### src/sv/hall_bldc_assisted_start_commutator_defines.svh
// assertion helpers for the start commutator, sampled on clk and held off during rst_n
`ifndef HALL_BLDC_ASSISTED_START_COMMUTATOR_DEFINES_SVH
`define HALL_BLDC_ASSISTED_START_COMMUTATOR_DEFINES_SVH

// same-cycle implication
`define HBAC_ASSERT_NOW(lbl, ante, cons) \
  lbl: assert property (@(posedge clk) disable iff (!rst_n) (ante) |-> (cons)) \
    else $error("hbac check failed");

// next-cycle implication
`define HBAC_ASSERT_NEXT(lbl, ante, cons) \
  lbl: assert property (@(posedge clk) disable iff (!rst_n) (ante) |=> (cons)) \
    else $error("hbac check failed");

`endif

### src/sv/hbac_pkg.sv
`default_nettype none
package hbac_pkg;

  localparam int DUTY_W  = 16;
  localparam int MS_W    = 10;
  localparam int HALL_W  = 3;
  localparam int STAGE_W = 3;
  localparam int KICK_W  = 3;
  localparam int FAULT_W = 2;
  localparam int OP_W    = 3;
  localparam int CFG_IDX_W = 2;

  // operation codes
  localparam logic [OP_W-1:0] OP_START_SIMPLE = 3'd0;
  localparam logic [OP_W-1:0] OP_START_ASSIST = 3'd1;
  localparam logic [OP_W-1:0] OP_STOP         = 3'd2;
  localparam logic [OP_W-1:0] OP_TICK         = 3'd3;
  localparam logic [OP_W-1:0] OP_HALL_EDGE    = 3'd4;
  localparam logic [OP_W-1:0] OP_SET_DUTY     = 3'd5;

  // register indexes
  localparam logic [CFG_IDX_W-1:0] CFG_PWM_PERIOD   = 2'd0;
  localparam logic [CFG_IDX_W-1:0] CFG_ALIGN_MS     = 2'd1;
  localparam logic [CFG_IDX_W-1:0] CFG_EDGE_TIMEOUT = 2'd2;

  // start stages
  localparam logic [STAGE_W-1:0] ST_IDLE  = 3'd0;
  localparam logic [STAGE_W-1:0] ST_ALIGN = 3'd2;
  localparam logic [STAGE_W-1:0] ST_KICK  = 3'd3;
  localparam logic [STAGE_W-1:0] ST_WAIT  = 3'd4;
  localparam logic [STAGE_W-1:0] ST_TRACK = 3'd5;

  // fault codes
  localparam logic [FAULT_W-1:0] FAULT_NONE    = 2'd0;
  localparam logic [FAULT_W-1:0] FAULT_HALL    = 2'd1;
  localparam logic [FAULT_W-1:0] FAULT_BREAK   = 2'd2;
  localparam logic [FAULT_W-1:0] FAULT_TIMEOUT = 2'd3;

  localparam logic [KICK_W-1:0] KICK_STEPS = 3'd6;

  // register reset values
  localparam logic [DUTY_W-1:0] PWM_PERIOD_RST   = 16'd999;
  localparam logic [MS_W-1:0]   ALIGN_MS_RST     = 10'd80;
  localparam logic [MS_W-1:0]   EDGE_TIMEOUT_RST = 10'd300;

  localparam int unsigned PWM_BASE_RST = 32'(PWM_PERIOD_RST) + 1;
  localparam logic [DUTY_W-1:0] ASSIST5_RST  = DUTY_W'(PWM_BASE_RST * 5 / 100);
  localparam logic [DUTY_W-1:0] ASSIST8_RST  = DUTY_W'(PWM_BASE_RST * 8 / 100);
  localparam logic [DUTY_W-1:0] ASSIST10_RST = DUTY_W'(PWM_BASE_RST * 10 / 100);

  // x / 100 == (x * RECIP_MUL) >> RECIP_SHIFT, exact for x below 2^20
  localparam int BASE_W = DUTY_W + 1;
  localparam int RECIP_W = 21;
  localparam logic [RECIP_W-1:0] RECIP_MUL = 21'd1342178;
  localparam int RECIP_SHIFT = 27;
  localparam int PROD_W = BASE_W + RECIP_W;

  typedef struct packed {
    logic [OP_W-1:0]   operation;
    logic [DUTY_W-1:0] duty_request;
    logic              spin_direction;
    logic [HALL_W-1:0] sensed_hall;
    logic              break_flag;
    logic              transition_ok;
  } in_item_t;

  typedef struct packed {
    logic               drive_enable;
    logic [HALL_W-1:0]  drive_hall;
    logic [DUTY_W-1:0]  drive_duty;
    logic [STAGE_W-1:0] start_stage;
    logic [KICK_W-1:0]  kick_index;
    logic [FAULT_W-1:0] fault_code;
    logic               is_running;
  } out_item_t;

  typedef struct packed {
    logic [DUTY_W-1:0] pwm_period;
    logic [MS_W-1:0]   align_ms;
    logic [MS_W-1:0]   edge_timeout_ms;
  } cfg_t;

  // start duties at 5, 8 and 10 percent of pwm_period + 1
  typedef struct packed {
    logic [DUTY_W-1:0] pct5;
    logic [DUTY_W-1:0] pct8;
    logic [DUTY_W-1:0] pct10;
  } assist_t;

  function automatic logic hall_valid(input logic [HALL_W-1:0] h);
    return (h != 3'd0) && (h != 3'd7);
  endfunction

  // next pattern of the commutation sequence for a direction
  function automatic logic [HALL_W-1:0] next_hall(input logic dir,
                                                  input logic [HALL_W-1:0] h);
    logic [HALL_W-1:0] n;
    case (h)
      3'd1: n = dir ? 3'd5 : 3'd3;
      3'd2: n = dir ? 3'd3 : 3'd6;
      3'd3: n = dir ? 3'd1 : 3'd2;
      3'd4: n = dir ? 3'd6 : 3'd5;
      3'd5: n = dir ? 3'd4 : 3'd1;
      3'd6: n = dir ? 3'd2 : 3'd4;
      default: n = 3'd0;
    endcase
    return n;
  endfunction

  // kick step length in ms, last entry holds for higher steps
  function automatic logic [MS_W-1:0] kick_delay(input logic [KICK_W-1:0] idx);
    logic [MS_W-1:0] d;
    case (idx)
      3'd0: d = 10'd20;
      3'd1: d = 10'd16;
      3'd2: d = 10'd14;
      3'd3: d = 10'd12;
      3'd4: d = 10'd10;
      default: d = 10'd8;
    endcase
    return d;
  endfunction

endpackage
`default_nettype wire

### src/sv/hbac_if.sv
`default_nettype none
// request channel into the commutator
interface hbac_in_if;
  logic                             valid;
  logic                             ready;
  logic [hbac_pkg::OP_W-1:0]        operation;
  logic [hbac_pkg::DUTY_W-1:0]      duty_request;
  logic                             spin_direction;
  logic [hbac_pkg::HALL_W-1:0]      sensed_hall;
  logic                             break_flag;
  logic                             transition_ok;

  modport source (output valid, operation, duty_request, spin_direction, sensed_hall,
                  break_flag, transition_ok, input ready);
  modport sink (input valid, operation, duty_request, spin_direction, sensed_hall,
                break_flag, transition_ok, output ready);
endinterface

// result channel out of the commutator
interface hbac_out_if;
  logic                             valid;
  logic                             ready;
  logic                             drive_enable;
  logic [hbac_pkg::HALL_W-1:0]      drive_hall;
  logic [hbac_pkg::DUTY_W-1:0]      drive_duty;
  logic [hbac_pkg::STAGE_W-1:0]     start_stage;
  logic [hbac_pkg::KICK_W-1:0]      kick_index;
  logic [hbac_pkg::FAULT_W-1:0]     fault_code;
  logic                             is_running;

  modport source (output valid, drive_enable, drive_hall, drive_duty, start_stage,
                  kick_index, fault_code, is_running, input ready);
  modport sink (input valid, drive_enable, drive_hall, drive_duty, start_stage,
                kick_index, fault_code, is_running, output ready);
endinterface
`default_nettype wire

### src/sv/hall_bldc_assisted_start_commutator.sv
// Six-step hall commutator with align and kick start. Each request (simple start,
// assisted start, stop, millisecond tick, hall edge, set duty) yields exactly one
// result showing drive state after that request. Throughput is one request per
// clock while results are taken; a request passes the input register, then the
// combinational state update, then the result register. A stalled result
// still lets one more request enter the input register. Registers on the cfg_
// port take effect for the next request; the 5/8/10 percent start duties are
// recomputed from pwm_period in the same cycle it is written. No clearing pass
// after reset.
`default_nettype none
`include "hall_bldc_assisted_start_commutator_defines.svh"
module hall_bldc_assisted_start_commutator (
  input  wire logic                            clk,
  input  wire logic                            rst_n,
  hbac_in_if.sink                              in_ch,
  hbac_out_if.source                           out_ch,
  input  wire logic                            cfg_we,
  input  wire logic [hbac_pkg::CFG_IDX_W-1:0]  cfg_index,
  input  wire logic [hbac_pkg::DUTY_W-1:0]     cfg_wdata
);

  hbac_pkg::cfg_t      cfg;
  hbac_pkg::assist_t   assist;
  hbac_pkg::in_item_t  a_item_r;
  hbac_pkg::out_item_t out_item_r;
  hbac_pkg::out_item_t result;

  logic a_v_r;
  logic out_v_r;
  logic advance;
  logic in_ready;

  // request moves from input register into the state update and result register
  assign advance  = a_v_r && (!out_v_r || out_ch.ready);
  assign in_ready = !a_v_r || advance;
  assign in_ch.ready = in_ready;

  // configuration registers and start duty precompute
  hbac_cfg u_cfg (
    .clk       (clk),
    .rst_n     (rst_n),
    .cfg_we    (cfg_we),
    .cfg_index (cfg_index),
    .cfg_wdata (cfg_wdata),
    .cfg       (cfg),
    .assist    (assist)
  );

  // start sequencer state and one-request update
  hbac_core u_core (
    .clk     (clk),
    .rst_n   (rst_n),
    .advance (advance),
    .item    (a_item_r),
    .cfg     (cfg),
    .assist  (assist),
    .result  (result)
  );

  always_ff @(posedge clk) begin
    if (!rst_n) begin
      a_v_r   <= 1'b0;
      out_v_r <= 1'b0;
    end else begin
      if (in_ready) begin
        a_v_r <= in_ch.valid;
      end
      if (advance) begin
        out_v_r <= 1'b1;
      end else if (out_ch.ready) begin
        out_v_r <= 1'b0;
      end
    end
  end

  // payload registers, no reset
  always_ff @(posedge clk) begin
    if (in_ready && in_ch.valid) begin
      a_item_r.operation      <= in_ch.operation;
      a_item_r.duty_request   <= in_ch.duty_request;
      a_item_r.spin_direction <= in_ch.spin_direction;
      a_item_r.sensed_hall    <= in_ch.sensed_hall;
      a_item_r.break_flag     <= in_ch.break_flag;
      a_item_r.transition_ok  <= in_ch.transition_ok;
    end
    if (advance) begin
      out_item_r <= result;
    end
  end

  assign out_ch.valid        = out_v_r;
  assign out_ch.drive_enable = out_item_r.drive_enable;
  assign out_ch.drive_hall   = out_item_r.drive_hall;
  assign out_ch.drive_duty   = out_item_r.drive_duty;
  assign out_ch.start_stage  = out_item_r.start_stage;
  assign out_ch.kick_index   = out_item_r.kick_index;
  assign out_ch.fault_code   = out_item_r.fault_code;
  assign out_ch.is_running   = out_item_r.is_running;

  // enabled drive always means running, fault free, with a live pattern
  `HBAC_ASSERT_NOW(a_enable_safe, out_v_r && out_item_r.drive_enable, out_item_r.is_running && (out_item_r.fault_code == hbac_pkg::FAULT_NONE) && (out_item_r.drive_hall != '0))
  // any fault leaves the drive shut down and idle
  `HBAC_ASSERT_NOW(a_fault_halts, out_v_r && (out_item_r.fault_code != hbac_pkg::FAULT_NONE), !out_item_r.is_running && !out_item_r.drive_enable && (out_item_r.start_stage == hbac_pkg::ST_IDLE))
  // a stop request shows up as an idle, dead drive in the next result
  `HBAC_ASSERT_NEXT(a_stop_idles, advance && (a_item_r.operation == hbac_pkg::OP_STOP), out_v_r && (out_item_r.start_stage == hbac_pkg::ST_IDLE) && !out_item_r.drive_enable && (out_item_r.drive_duty == '0))
  // kick step number stays within the step table while kicking
  `HBAC_ASSERT_NOW(a_kick_range, out_v_r && (out_item_r.start_stage == hbac_pkg::ST_KICK), (out_item_r.kick_index != '0) && (out_item_r.kick_index <= hbac_pkg::KICK_STEPS))

endmodule
`default_nettype wire

### src/sv/hbac_cfg.sv
`default_nettype none
module hbac_cfg (
  input  wire logic                               clk,
  input  wire logic                               rst_n,
  input  wire logic                               cfg_we,
  input  wire logic [hbac_pkg::CFG_IDX_W-1:0]     cfg_index,
  input  wire logic [hbac_pkg::DUTY_W-1:0]        cfg_wdata,
  output hbac_pkg::cfg_t                          cfg,
  output hbac_pkg::assist_t                       assist
);

  hbac_pkg::cfg_t    cfg_r, cfg_nxt;
  hbac_pkg::assist_t assist_r, assist_nxt;

  logic [hbac_pkg::BASE_W-1:0] base;
  logic [hbac_pkg::PROD_W-1:0] scaled;
  logic [hbac_pkg::PROD_W+2:0] scaled5;

  always_comb begin
    cfg_nxt = cfg_r;
    if (cfg_we) begin
      case (cfg_index)
        hbac_pkg::CFG_PWM_PERIOD:   cfg_nxt.pwm_period = cfg_wdata;
        hbac_pkg::CFG_ALIGN_MS:     cfg_nxt.align_ms = cfg_wdata[hbac_pkg::MS_W-1:0];
        hbac_pkg::CFG_EDGE_TIMEOUT: cfg_nxt.edge_timeout_ms = cfg_wdata[hbac_pkg::MS_W-1:0];
        default: ;
      endcase
    end
  end

  // start duties follow the period written in the same cycle
  assign base    = {1'b0, cfg_nxt.pwm_period} + hbac_pkg::BASE_W'(1);
  assign scaled  = {{hbac_pkg::RECIP_W{1'b0}}, base} *
                   {{hbac_pkg::BASE_W{1'b0}}, hbac_pkg::RECIP_MUL};
  assign scaled5 = {scaled, 2'b00} + {3'b000, scaled};

  always_comb begin
    assist_nxt.pct5  = hbac_pkg::DUTY_W'(scaled5 >> hbac_pkg::RECIP_SHIFT);
    assist_nxt.pct8  = hbac_pkg::DUTY_W'(scaled >> (hbac_pkg::RECIP_SHIFT - 3));
    assist_nxt.pct10 = hbac_pkg::DUTY_W'(scaled5 >> (hbac_pkg::RECIP_SHIFT - 1));
  end

  always_ff @(posedge clk) begin
    if (!rst_n) begin
      cfg_r.pwm_period      <= hbac_pkg::PWM_PERIOD_RST;
      cfg_r.align_ms        <= hbac_pkg::ALIGN_MS_RST;
      cfg_r.edge_timeout_ms <= hbac_pkg::EDGE_TIMEOUT_RST;
      assist_r.pct5         <= hbac_pkg::ASSIST5_RST;
      assist_r.pct8         <= hbac_pkg::ASSIST8_RST;
      assist_r.pct10        <= hbac_pkg::ASSIST10_RST;
    end else begin
      cfg_r    <= cfg_nxt;
      assist_r <= assist_nxt;
    end
  end

  assign cfg    = cfg_r;
  assign assist = assist_r;

endmodule
`default_nettype wire

### src/sv/hbac_core.sv
`default_nettype none
module hbac_core (
  input  wire logic                 clk,
  input  wire logic                 rst_n,
  input  wire logic                 advance,
  input  wire hbac_pkg::in_item_t   item,
  input  wire hbac_pkg::cfg_t       cfg,
  input  wire hbac_pkg::assist_t    assist,
  output hbac_pkg::out_item_t       result
);

  logic [hbac_pkg::STAGE_W-1:0] stage_r, stage_nxt;
  logic [hbac_pkg::KICK_W-1:0]  kick_r, kick_nxt;
  logic [hbac_pkg::MS_W-1:0]    ms_r, ms_nxt;
  logic [hbac_pkg::HALL_W-1:0]  forced_r, forced_nxt;
  logic                         dir_r, dir_nxt;
  logic [hbac_pkg::DUTY_W-1:0]  duty_r, duty_nxt;
  logic [hbac_pkg::DUTY_W-1:0]  target_r, target_nxt;
  logic                         running_r, running_nxt;
  logic [hbac_pkg::FAULT_W-1:0] fault_r, fault_nxt;
  logic                         enable_r, enable_nxt;
  logic [hbac_pkg::HALL_W-1:0]  applied_r, applied_nxt;

  logic [hbac_pkg::DUTY_W-1:0]  req_clamped;
  logic [hbac_pkg::MS_W-1:0]    ms_bump;
  logic [hbac_pkg::HALL_W-1:0]  kick_hall;
  logic [hbac_pkg::KICK_W-1:0]  kick_idx;
  logic                         commutating;
  logic                         halt;

  assign req_clamped = (item.duty_request > cfg.pwm_period) ? cfg.pwm_period
                                                            : item.duty_request;
  assign ms_bump     = (ms_r == '1) ? ms_r : ms_r + hbac_pkg::MS_W'(1);
  assign kick_hall   = hbac_pkg::next_hall(dir_r, forced_r);
  assign kick_idx    = (kick_r == '0) ? '0 : kick_r - hbac_pkg::KICK_W'(1);
  assign commutating = running_r &&
                       ((stage_r == hbac_pkg::ST_WAIT) || (stage_r == hbac_pkg::ST_TRACK));

  always_comb begin
    stage_nxt   = stage_r;
    kick_nxt    = kick_r;
    ms_nxt      = ms_r;
    forced_nxt  = forced_r;
    dir_nxt     = dir_r;
    duty_nxt    = duty_r;
    target_nxt  = target_r;
    running_nxt = running_r;
    fault_nxt   = fault_r;
    enable_nxt  = enable_r;
    applied_nxt = applied_r;
    halt        = 1'b0;

    case (item.operation)
      hbac_pkg::OP_START_SIMPLE, hbac_pkg::OP_START_ASSIST: begin
        kick_nxt    = '0;
        ms_nxt      = '0;
        fault_nxt   = hbac_pkg::FAULT_NONE;
        dir_nxt     = item.spin_direction;
        target_nxt  = req_clamped;
        running_nxt = 1'b1;
        enable_nxt  = 1'b0;
        applied_nxt = '0;
        if (item.operation == hbac_pkg::OP_START_SIMPLE) begin
          duty_nxt  = req_clamped;
          stage_nxt = hbac_pkg::ST_TRACK;
        end else begin
          duty_nxt  = assist.pct5;
          stage_nxt = hbac_pkg::ST_ALIGN;
        end
        if (hbac_pkg::hall_valid(item.sensed_hall)) begin
          applied_nxt = item.sensed_hall;
          enable_nxt  = 1'b1;
          if (item.operation == hbac_pkg::OP_START_ASSIST) begin
            forced_nxt = item.sensed_hall;
          end
        end else begin
          fault_nxt = hbac_pkg::FAULT_HALL;
          halt      = 1'b1;
        end
      end

      hbac_pkg::OP_STOP: begin
        halt = 1'b1;
      end

      hbac_pkg::OP_TICK: begin
        case (stage_r)
          hbac_pkg::ST_ALIGN, hbac_pkg::ST_KICK: begin
            ms_nxt = ms_bump;
            if (ms_bump >= ((stage_r == hbac_pkg::ST_ALIGN) ? cfg.align_ms
                                                            : hbac_pkg::kick_delay(kick_idx)))
            begin
              if (item.break_flag) begin
                fault_nxt = hbac_pkg::FAULT_BREAK;
                halt      = 1'b1;
              end else if ((stage_r == hbac_pkg::ST_ALIGN) ||
                           (kick_r < hbac_pkg::KICK_STEPS)) begin
                // force the next step of the sequence
                if (hbac_pkg::hall_valid(kick_hall)) begin
                  forced_nxt  = kick_hall;
                  kick_nxt    = (stage_r == hbac_pkg::ST_ALIGN) ? hbac_pkg::KICK_W'(1)
                                                                : kick_r + hbac_pkg::KICK_W'(1);
                  stage_nxt   = hbac_pkg::ST_KICK;
                  ms_nxt      = '0;
                  applied_nxt = kick_hall;
                end else begin
                  fault_nxt = hbac_pkg::FAULT_HALL;
                  halt      = 1'b1;
                end
              end else begin
                // kick done, look for a real transition
                kick_nxt  = '0;
                stage_nxt = hbac_pkg::ST_WAIT;
                ms_nxt    = '0;
                if (!hbac_pkg::hall_valid(item.sensed_hall)) begin
                  fault_nxt = hbac_pkg::FAULT_HALL;
                  halt      = 1'b1;
                end else begin
                  applied_nxt = item.sensed_hall;
                  if (item.transition_ok) begin
                    duty_nxt  = target_r;
                    stage_nxt = hbac_pkg::ST_TRACK;
                  end
                end
              end
            end
          end
          hbac_pkg::ST_WAIT: begin
            if (item.transition_ok) begin
              duty_nxt  = target_r;
              stage_nxt = hbac_pkg::ST_TRACK;
              ms_nxt    = '0;
              if (!hbac_pkg::hall_valid(item.sensed_hall)) begin
                fault_nxt = hbac_pkg::FAULT_HALL;
                halt      = 1'b1;
              end else if (item.break_flag) begin
                applied_nxt = item.sensed_hall;
                fault_nxt   = hbac_pkg::FAULT_BREAK;
                halt        = 1'b1;
              end else begin
                applied_nxt = item.sensed_hall;
              end
            end else begin
              ms_nxt = ms_bump;
              if (ms_bump >= cfg.edge_timeout_ms) begin
                fault_nxt = hbac_pkg::FAULT_TIMEOUT;
                halt      = 1'b1;
              end
            end
          end
          default: ;
        endcase
      end

      hbac_pkg::OP_HALL_EDGE, hbac_pkg::OP_SET_DUTY: begin
        if (item.operation == hbac_pkg::OP_SET_DUTY) begin
          duty_nxt = req_clamped;
        end
        if (commutating) begin
          if (hbac_pkg::hall_valid(item.sensed_hall)) begin
            applied_nxt = item.sensed_hall;
          end else begin
            fault_nxt = hbac_pkg::FAULT_HALL;
            halt      = 1'b1;
          end
        end
      end

      default: ;
    endcase

    // drive shutdown, common to stop and every fault
    if (halt) begin
      running_nxt = 1'b0;
      enable_nxt  = 1'b0;
      applied_nxt = '0;
      stage_nxt   = hbac_pkg::ST_IDLE;
      kick_nxt    = '0;
      ms_nxt      = '0;
    end
  end

  always_comb begin
    result.drive_enable = enable_nxt;
    result.drive_hall   = applied_nxt;
    result.start_stage  = stage_nxt;
    result.kick_index   = (stage_nxt == hbac_pkg::ST_KICK) ? kick_nxt : '0;
    result.fault_code   = fault_nxt;
    result.is_running   = running_nxt;
    if (applied_nxt == '0) begin
      result.drive_duty = '0;
    end else if (stage_nxt == hbac_pkg::ST_ALIGN) begin
      result.drive_duty = assist.pct5;
    end else if (stage_nxt == hbac_pkg::ST_KICK) begin
      if (kick_nxt <= hbac_pkg::KICK_W'(2)) begin
        result.drive_duty = assist.pct5;
      end else if (kick_nxt <= hbac_pkg::KICK_W'(4)) begin
        result.drive_duty = assist.pct8;
      end else begin
        result.drive_duty = assist.pct10;
      end
    end else begin
      result.drive_duty = duty_nxt;
    end
  end

  always_ff @(posedge clk) begin
    if (!rst_n) begin
      stage_r   <= hbac_pkg::ST_IDLE;
      kick_r    <= '0;
      ms_r      <= '0;
      forced_r  <= '0;
      dir_r     <= 1'b0;
      duty_r    <= '0;
      target_r  <= '0;
      running_r <= 1'b0;
      fault_r   <= hbac_pkg::FAULT_NONE;
      enable_r  <= 1'b0;
      applied_r <= '0;
    end else if (advance) begin
      stage_r   <= stage_nxt;
      kick_r    <= kick_nxt;
      ms_r      <= ms_nxt;
      forced_r  <= forced_nxt;
      dir_r     <= dir_nxt;
      duty_r    <= duty_nxt;
      target_r  <= target_nxt;
      running_r <= running_nxt;
      fault_r   <= fault_nxt;
      enable_r  <= enable_nxt;
      applied_r <= applied_nxt;
    end
  end

endmodule
`default_nettype wire
### src/flat_wrapper.sv
// flat-port wrapper written by rule: the top's interface ports become plain ports
module hall_bldc_assisted_start_commutator_flat 
  (clk, rst_n, cfg_we, cfg_index, cfg_wdata, in_ch_valid, in_ch_operation, in_ch_duty_request, in_ch_spin_direction, in_ch_sensed_hall, in_ch_break_flag, in_ch_transition_ok, in_ch_ready, out_ch_valid, out_ch_drive_enable, out_ch_drive_hall, out_ch_drive_duty, out_ch_start_stage, out_ch_kick_index, out_ch_fault_code, out_ch_is_running, out_ch_ready);
  hbac_in_if in_ch_i ();
  hbac_out_if out_ch_i ();
  input  wire logic clk;
  input  wire logic rst_n;
  input  wire logic cfg_we;
  input  wire logic [hbac_pkg::CFG_IDX_W-1:0] cfg_index;
  input  wire logic [hbac_pkg::DUTY_W-1:0] cfg_wdata;
  input wire logic [$bits(in_ch_i.valid)-1:0] in_ch_valid;
  input wire logic [$bits(in_ch_i.operation)-1:0] in_ch_operation;
  input wire logic [$bits(in_ch_i.duty_request)-1:0] in_ch_duty_request;
  input wire logic [$bits(in_ch_i.spin_direction)-1:0] in_ch_spin_direction;
  input wire logic [$bits(in_ch_i.sensed_hall)-1:0] in_ch_sensed_hall;
  input wire logic [$bits(in_ch_i.break_flag)-1:0] in_ch_break_flag;
  input wire logic [$bits(in_ch_i.transition_ok)-1:0] in_ch_transition_ok;
  output wire logic [$bits(in_ch_i.ready)-1:0] in_ch_ready;
  output wire logic [$bits(out_ch_i.valid)-1:0] out_ch_valid;
  output wire logic [$bits(out_ch_i.drive_enable)-1:0] out_ch_drive_enable;
  output wire logic [$bits(out_ch_i.drive_hall)-1:0] out_ch_drive_hall;
  output wire logic [$bits(out_ch_i.drive_duty)-1:0] out_ch_drive_duty;
  output wire logic [$bits(out_ch_i.start_stage)-1:0] out_ch_start_stage;
  output wire logic [$bits(out_ch_i.kick_index)-1:0] out_ch_kick_index;
  output wire logic [$bits(out_ch_i.fault_code)-1:0] out_ch_fault_code;
  output wire logic [$bits(out_ch_i.is_running)-1:0] out_ch_is_running;
  input wire logic [$bits(out_ch_i.ready)-1:0] out_ch_ready;
  assign in_ch_i.valid = in_ch_valid;
  assign in_ch_i.operation = in_ch_operation;
  assign in_ch_i.duty_request = in_ch_duty_request;
  assign in_ch_i.spin_direction = in_ch_spin_direction;
  assign in_ch_i.sensed_hall = in_ch_sensed_hall;
  assign in_ch_i.break_flag = in_ch_break_flag;
  assign in_ch_i.transition_ok = in_ch_transition_ok;
  assign in_ch_ready = in_ch_i.ready;
  assign out_ch_valid = out_ch_i.valid;
  assign out_ch_drive_enable = out_ch_i.drive_enable;
  assign out_ch_drive_hall = out_ch_i.drive_hall;
  assign out_ch_drive_duty = out_ch_i.drive_duty;
  assign out_ch_start_stage = out_ch_i.start_stage;
  assign out_ch_kick_index = out_ch_i.kick_index;
  assign out_ch_fault_code = out_ch_i.fault_code;
  assign out_ch_is_running = out_ch_i.is_running;
  assign out_ch_i.ready = out_ch_ready;
  hall_bldc_assisted_start_commutator u_core (.clk(clk), .rst_n(rst_n), .in_ch(in_ch_i), .out_ch(out_ch_i), .cfg_we(cfg_we), .cfg_index(cfg_index), .cfg_wdata(cfg_wdata));
endmodule
### config.mk
export PLATFORM = sky130hd
export DESIGN_NAME = hall_bldc_assisted_start_commutator_flat
export DESIGN_NICKNAME = d
export VERILOG_FILES = /design/src/sv/hbac_pkg.sv /design/src/sv/hbac_if.sv /design/src/sv/hall_bldc_assisted_start_commutator.sv /design/src/sv/hbac_cfg.sv /design/src/sv/hbac_core.sv /design/src/flat_wrapper.sv
export VERILOG_INCLUDE_DIRS = /design/src /design/src/sv
export SDC_FILE = /design/constraint.sdc
export NUM_CORES = 1
export LEC_CHECK = 0
export BUFFER_PORTS_ARGS = -buffer_cell sky130_fd_sc_hd__buf_2
export CORE_ASPECT_RATIO = 0.5
export CORE_UTILIZATION = 45
export CTS_CLUSTER_DIAMETER = 80
export DETAILED_ROUTE_END_ITERATION = 10
export PLACE_DENSITY = 0.73
export SLEW_MARGIN = 15
export SYNTH_ARGS = -nofsm -noshare
export SYNTH_HDL_FRONTEND = slang
export SYNTH_SLANG_ARGS = --single-unit
### constraint.sdc
create_clock -name clk -period 11.9 [get_ports clk]
set_clock_uncertainty 0.05 [all_clocks]
set_input_delay 2.38 -clock clk [delete_from_list [all_inputs] [get_ports clk]]
set_output_delay 2.38 -clock clk [all_outputs]
set_load 0.03 [all_outputs]
==> results of run 1 <==
## how the worst max path moves through the flow
stage / endpoint / slack, ns / cells past startpoint
3_3_place_gp: u_core.u_cfg.assist[12]$_SDFF_PN0_ / 0.002 / 38
3_5_place_dp: u_core.u_cfg.assist[12]$_SDFF_PN0_ / -0.23 / 39
2_1_floorplan: u_core.u_cfg.assist[12]$_SDFF_PN0_ / 0.09 / 37
6_report: u_core.u_cfg.assist[12]$_SDFF_PN0_ / 0.62 / 39
4_1_cts: u_core.u_cfg.assist[12]$_SDFF_PN0_ / 0.21 / 39
5_1_grt: u_core.u_cfg.assist[12]$_SDFF_PN0_ / 0.05 / 39
## cells in the mapped netlist (all sizes together) (5+ instances only)
cell / n / area, µm²
fa: 108 / 2160
and3: 9 / 56.3
a21oi: 123 / 619
a211oi: 38 / 313
edfxtp: 54 / 1620
o22ai: 7 / 43.8
a21o: 35 / 263
nor4: 8 / 65.1
nor2: 179 / 674
mux2: 20 / 229
o211ai: 14 / 105
o21bai: 6 / 45.0
nor2b: 20 / 125
or2: 8 / 50.1
a22oi: 29 / 218
nand3: 36 / 180
xnor2: 38 / 333
mux2i: 63 / 631
o31ai: 8 / 60.1
a221oi: 5 / 67.6
inv: 252 / 946
buf: 19 / 111
a2111oi: 6 / 60.1
nand2: 151 / 567
o21ai: 81 / 413
ha: 222 / 2780
o21a: 12 / 90.1
nand4: 13 / 81.3
nor3b: 9 / 82.6
dfxtp: 126 / 2520
clkbuf: 51 / 191
and2: 25 / 156
nand2b: 24 / 150
a31oi: 19 / 119
or3: 12 / 80.1
nor3: 38 / 195
xor2: 15 / 131
## flip-flops by register name, indices dropped and copies added (netlist names), 2 cells and up
| register | flops |
|---|---|
| u_core.u_core.kick_r | 3 |
| u_core.a_item_r | 25 |
| u_core.u_core.forced_r | 3 |
| u_core.u_core.stage_r | 3 |
| u_core.out_ch.start_stage | 3 |
| u_core.u_cfg.assist | 29 |
| u_core.out_ch.drive_hall | 3 |
| u_core.out_ch.drive_duty | 16 |
| u_core.u_cfg.cfg | 36 |
| u_core.u_core.target_r | 16 |
| u_core.u_core.duty_r | 16 |
| u_core.u_core.ms_r | 10 |
| u_core.out_ch.kick_index | 3 |
| u_core.out_ch.fault_code | 2 |
| u_core.u_core.applied_r | 3 |
| u_core.u_core.fault_r | 2 |
## routing by layer
| metal | global-route usage (%) | part of all wire [%] | vias to the layer above |
|---|---|---|---|
| met5 | 0 | 0 | - |
| met4 | 8.08 | 2.8 | 0 |
| met3 | 3.12 | 4.5 | 92 |
| met2 | 40.5 | 48 | 431 |
| met1 | 31.0 | 45 | 6845 |
| li1 | - | - | 7049 |
## final cells by class
class	instances	area (µm²)
fill	3423	18100
multi-input combinational	1448	11800
sequential	180	4140
timing repair buffer	186	1200
inverter	254	953
tap	494	618
clock buffer	17	425
clock inverter	15	214
## logic make-up after synthesis
kind of cell | synth area share, %
simple gates | 15.1
compound gates | 16.9
fa+ha+maj | 28.9
buf+inv | 7.31
flops | 24.1
mux | 5.00
xor+xnor | 2.70
## through the flow
| step | utilization (%) | hold slack (ns) |
|---|---|---|
| 4_1_cts | 51.5 | 0.409 |
| 5_1_grt | 51.7 | 0.435 |
| 2_1_floorplan | - | 0.386 |
| 3_3_place_gp | 49.8 | 0.392 |
| 3_5_place_dp | 49.8 | 0.398 |
| 6_report | 51.7 | 0.409 |
## timing repair
action / CTS / global route
setup endpoints to repair: 0 / 8
resized for setup: 0 / 11
hold endpoints to repair: 0 / 0
buffers inserted: 0 / 1
## worst reg2reg max path: cells and delay by family, from the launching register on
kind / cells / cell delay, ns
adder cells (fa/ha/maj): 9 / 3.93
AO/OA/AOI/OAI: 15 / 2.81
AND/OR/NAND/NOR: 7 / 1.05
buffers and inverters: 6 / 0.48
XOR/XNOR: 2 / 0.41
flip-flops: 1 / 0.37
==> results.yml, run 1 <==
run_status:
  status: "finished, final reports clean"
critical_path:
  crit_buf_inv: 6
  crit_required_ns: 12.16
  criticalPathCategory: "input port to flip-flop"
  cpLargestDelayFamily: "adder cells"
  cp_max_fo: 6
  cp.arrival_ns: 11.54
  cp_slowest_cell: "fa_1"
  crit-reg2reg-launch: "u_core.u_cfg.cfg[21]$_SDFF_PN1_"
  startpoint: "cfg_index[1]"
  path_common_cell: "fa_1"
  crit_path_max_incr_delay_ns: 0.54
  reg2reg_slack_ns: 2.64
  cp-start-kind: "input port"
  endpoint_kind: "flip-flop"
  reg2regPathDepth: 39
  timing.rr.end: "u_core.u_cfg.assist[12]$_SDFF_PN0_"
clock_network:
  clock-root-buffer: "clkbuf_16"
  cts-hold-fix-buffers: 0
  max-clock-path-buffers: 2
  clkTransAtPathRegs_ns: 0.09
  cts_buffers: 17
  cts_sinks: 180
  clock_latency_ns: 0.45
  cts_tree: "done"
  htree_levels: 4
die:
  initial_utilization_pct: 45.8
  fp.dieW_um: 278
  io_pins: 79
  die_height_um: 140
  rows: 50
  coreArea_mm2: 0.0375
  dieArea_mm2: 0.0390
synth:
  synth_ff_type: "dfxtp_1"
  synthesis.nets: 2330
  yosysSeqAreaShare_pct: 24.1
  synth-seq-cells: 180
  yosys_warnings: 0
  synth_cell_types: 89
  netlist_area_mm2: 0.0172
  synth-edff-count: 54
  syn_area_per_cell_um2: 8.81
  synthArstFlopShare_pct: 0
  syn_inst: 1952
global_route:
  antenna_found_initial: 0
  grt_pass1_vias: 14252
  grt_pass1_wl_mm: 73.6
  grt_max_degree: 67
  grt_overflow: 0
  grt_usage_pct: 23.7
worst_hold_path:
  min_path_cells: 2
  min_to: "u_core.u_core.applied_r[1]$_SDFFE_PN0P_"
  hp-class: "flip-flop to flip-flop"
  min-delay-start: "u_core.u_core.applied_r[1]$_SDFFE_PN0P_"
timing:
  rsz0062_at_grt: "false"
  setup_slack_ns: 0.619
  hold_viol: 0
  clock.fmax_ghz: 0.0886
  worstMarginPinSlew_ns: 1.10
  drv_slew: 0
  fin_crit_sh_pct: 94.8
  period_needed_ns: 11.28
  setup_viol: 0
  slew_headroom_pct: 26.4
  timing.setup.tns_ns: 0
place:
  place_hpwl_mm: 36.3
  place.gp.congestion: 0.918
  portBuffers: 78
  place_ws_ns: -0.233
  placed_cells: 2561
  place_area_mm2: 0.0187
route:
  dr.pass1.iters: 6
  drtIter0Drc: 1176
  routed_via_density: 5.56
  wl_per_cell_um: 17.6
  drcViolationCount: 0
  ant_nets: 0
  vias: 14417
  drt_wl_total_mm: 45.7
finish:
  finalNetCount: 2465
  final_common_cell: "inv_1"
  drive_gt1_share_pct: 13.5
  postLayoutCellArea_mm2: 0.0194
  final_cell_mix: "252 x inv_1, 222 x ha_1, 177 x nor2_1"
  syn2layout_area_growth_pct: 12.9
  antenna_cells: 0
  layout.cells.non_filler: 2594
flow_run:
  maxCapViolations: 0
Power of run 1 is not shown: default switching activity piles up to over one toggle a cycle in this logic, so the estimate is an artifact.
==> run 2: changes to the inputs <==
--- a/config.mk
+++ b/config.mk
@@ -9,6 +9,7 @@
 export BUFFER_PORTS_ARGS = -buffer_cell sky130_fd_sc_hd__buf_2
 export CORE_ASPECT_RATIO = 0.5
 export CORE_UTILIZATION = 45
+export CTS_BUF_LIST = sky130_fd_sc_hd__clkbuf_8
 export CTS_CLUSTER_DIAMETER = 80
 export DETAILED_ROUTE_END_ITERATION = 10
 export PLACE_DENSITY = 0.73
==> results.yml, run 2 (same netlist as run 1, synthesis figures left out) <==
critical_path:
  cp-start-kind: "input port"
  endpoint_kind: "flip-flop"
  reg2regPathDepth: 37
  cp_slowest_cell: "fa_1"
  crit-reg2reg-launch: "u_core.u_cfg.cfg[20]$_SDFF_PN1_"
  cp_max_fo: 6
  cp.arrival_ns: 11.56
  path_common_cell: "fa_1"
  reg2reg_slack_ns: 2.66
  criticalPathCategory: "input port to flip-flop"
  crit_required_ns: 12.22
  crit_path_max_incr_delay_ns: 0.54
  timing.rr.end: "u_core.u_cfg.assist[12]$_SDFF_PN0_"
route:
  wl_per_cell_um: 17.5
  dr.pass1.iters: 6
  vias: 14414
  drt_wl_total_mm: 45.5
  drtIter0Drc: 1229
  ant_nets: 0
  routed_via_density: 5.56
  drcViolationCount: 0
timing:
  period_needed_ns: 11.24
  worstMarginPinSlew_ns: 1.07
  fin_crit_sh_pct: 94.5
  setup_viol: 0
  drv_slew: 0
  rsz0062_at_grt: "false"
  slew_headroom_pct: 28.2
  timing.setup.tns_ns: 0
  hold_viol: 0
  hold_slack_ns: 0.411
  clock.fmax_ghz: 0.0889
worst_hold_path:
  hp-class: "flip-flop to flip-flop"
  min-delay-start: "u_core.u_core.applied_r[1]$_SDFFE_PN0P_"
  min_path_cells: 2
  min_to: "u_core.u_core.applied_r[1]$_SDFFE_PN0P_"
place:
  place.gp.congestion: 0.918
  placed_cells: 2561
  portBuffers: 78
  place_hpwl_mm: 36.3
  place_area_mm2: 0.0187
run_status:
  status: "finished, final reports clean"
finish:
  multi_input_area_mm2: 0.0118
  layout.cells.non_filler: 2594
  largest_register_ff_count: 36
  num-fill-cells: 3463
  syn2layout_area_growth_pct: 11.8
  drive_gt1_share_pct: 13.5
  antenna_cells: 0
  finalNetCount: 2465
  seq_area_mm2: 0.00414
  final_cell_mix: "252 x inv_1, 222 x ha_1, 177 x nor2_1"
  postLayoutCellArea_mm2: 0.0192
  final_common_cell: "inv_1"
clock_network:
  clkTransAtPathRegs_ns: 0.13
  max-clock-path-buffers: 2
  clock-root-buffer: "clkbuf_8"
  htree_levels: 4
  cts-hold-fix-buffers: 0
  clock_latency_ns: 0.51
  cts_tree: "done"
  cts_buffers: 17
  cts_sinks: 180
die:
  fp.dieW_um: 278
  rows: 50
  io_pins: 79
  initial_utilization_pct: 45.8
  dieArea_mm2: 0.0390
  coreArea_mm2: 0.0375
  die_height_um: 140
flow_run:
  maxCapViolations: 0
global_route:
  grt_pass1_vias: 14232
  grt_usage_pct: 23.6
  grt_pass1_wl_mm: 73.5
  antenna_found_initial: 0
  grt_overflow: 0
  grt_max_degree: 67
==> run 2: cell types whose count changed in the layout (fill, tap and decap cells not counted) <==
cell,before,now
clkbuf_16,17,0
clkbuf_8,0,17
==> run 2: area by class of cell <==
cell class,count,area share [%]
repair buffers,186,6.25
clock buffers,17,1.22
multi-input cells,1448,61.7
inverters,254,4.96
clock inverters,15,1.11
well taps,494,3.22
flip-flops and latches,180,21.6
==> run 2: what timing repair did <==
action / CTS / global route
setup endpoints to repair: 0 / 7
buffers inserted: 0 / 1
gates resized for setup: 0 / 11
==> run 2: critical path, delay by kind of cell <==
kind	cells	cell delay [ns]
adders and majority gates	8	3.77
muxes	1	0.12
buffers and inverters	5	0.42
xor gates and xnor gates	2	0.35
AOI/OAI and AO/OA	12	2.43
and+or+nand+nor	11	2.07
==> run 2: metal layers <==
| layer | track usage, % | wire length, µm | vias up | part of all wire (%) |
|---|---|---|---|---|
| li1 | - | - | 7044 | - |
| met1 | 30.9 | 20400 | 6802 | 45 |
| met2 | 40.2 | 21400 | 472 | 47 |
| met3 | 3.25 | 2430 | 96 | 5.4 |
| met4 | 8.17 | 1260 | 0 | 2.8 |
| met5 | 0 | 0 | - | 0 |
==> run 2: metrics by stage <==
stage	setup slack, ns	util [%]
after floorplan	0.0902	-
after detailed placement	-0.233	49.8
final	0.656	51.2
after global placement	0.00158	49.8
after global routing	0.123	51.2
after CTS	0.278	51.0
==> run 2: worst max path at each step <==
stage	endpoint	startpoint	slack, ns
global route	u_core.u_cfg.assist[12]$_SDFF_PN0_	cfg_index[1]	0.12
CTS	u_core.u_cfg.assist[12]$_SDFF_PN0_	cfg_index[1]	0.28
detailed placement	u_core.u_cfg.assist[12]$_SDFF_PN0_	cfg_index[1]	-0.23
floorplan	u_core.u_cfg.assist[12]$_SDFF_PN0_	cfg_index[1]	0.09
finish	u_core.u_cfg.assist[12]$_SDFF_PN0_	cfg_index[1]	0.66
global placement	u_core.u_cfg.assist[12]$_SDFF_PN0_	cfg_index[1]	0.002
Power of run 2 is left out for the same reason.
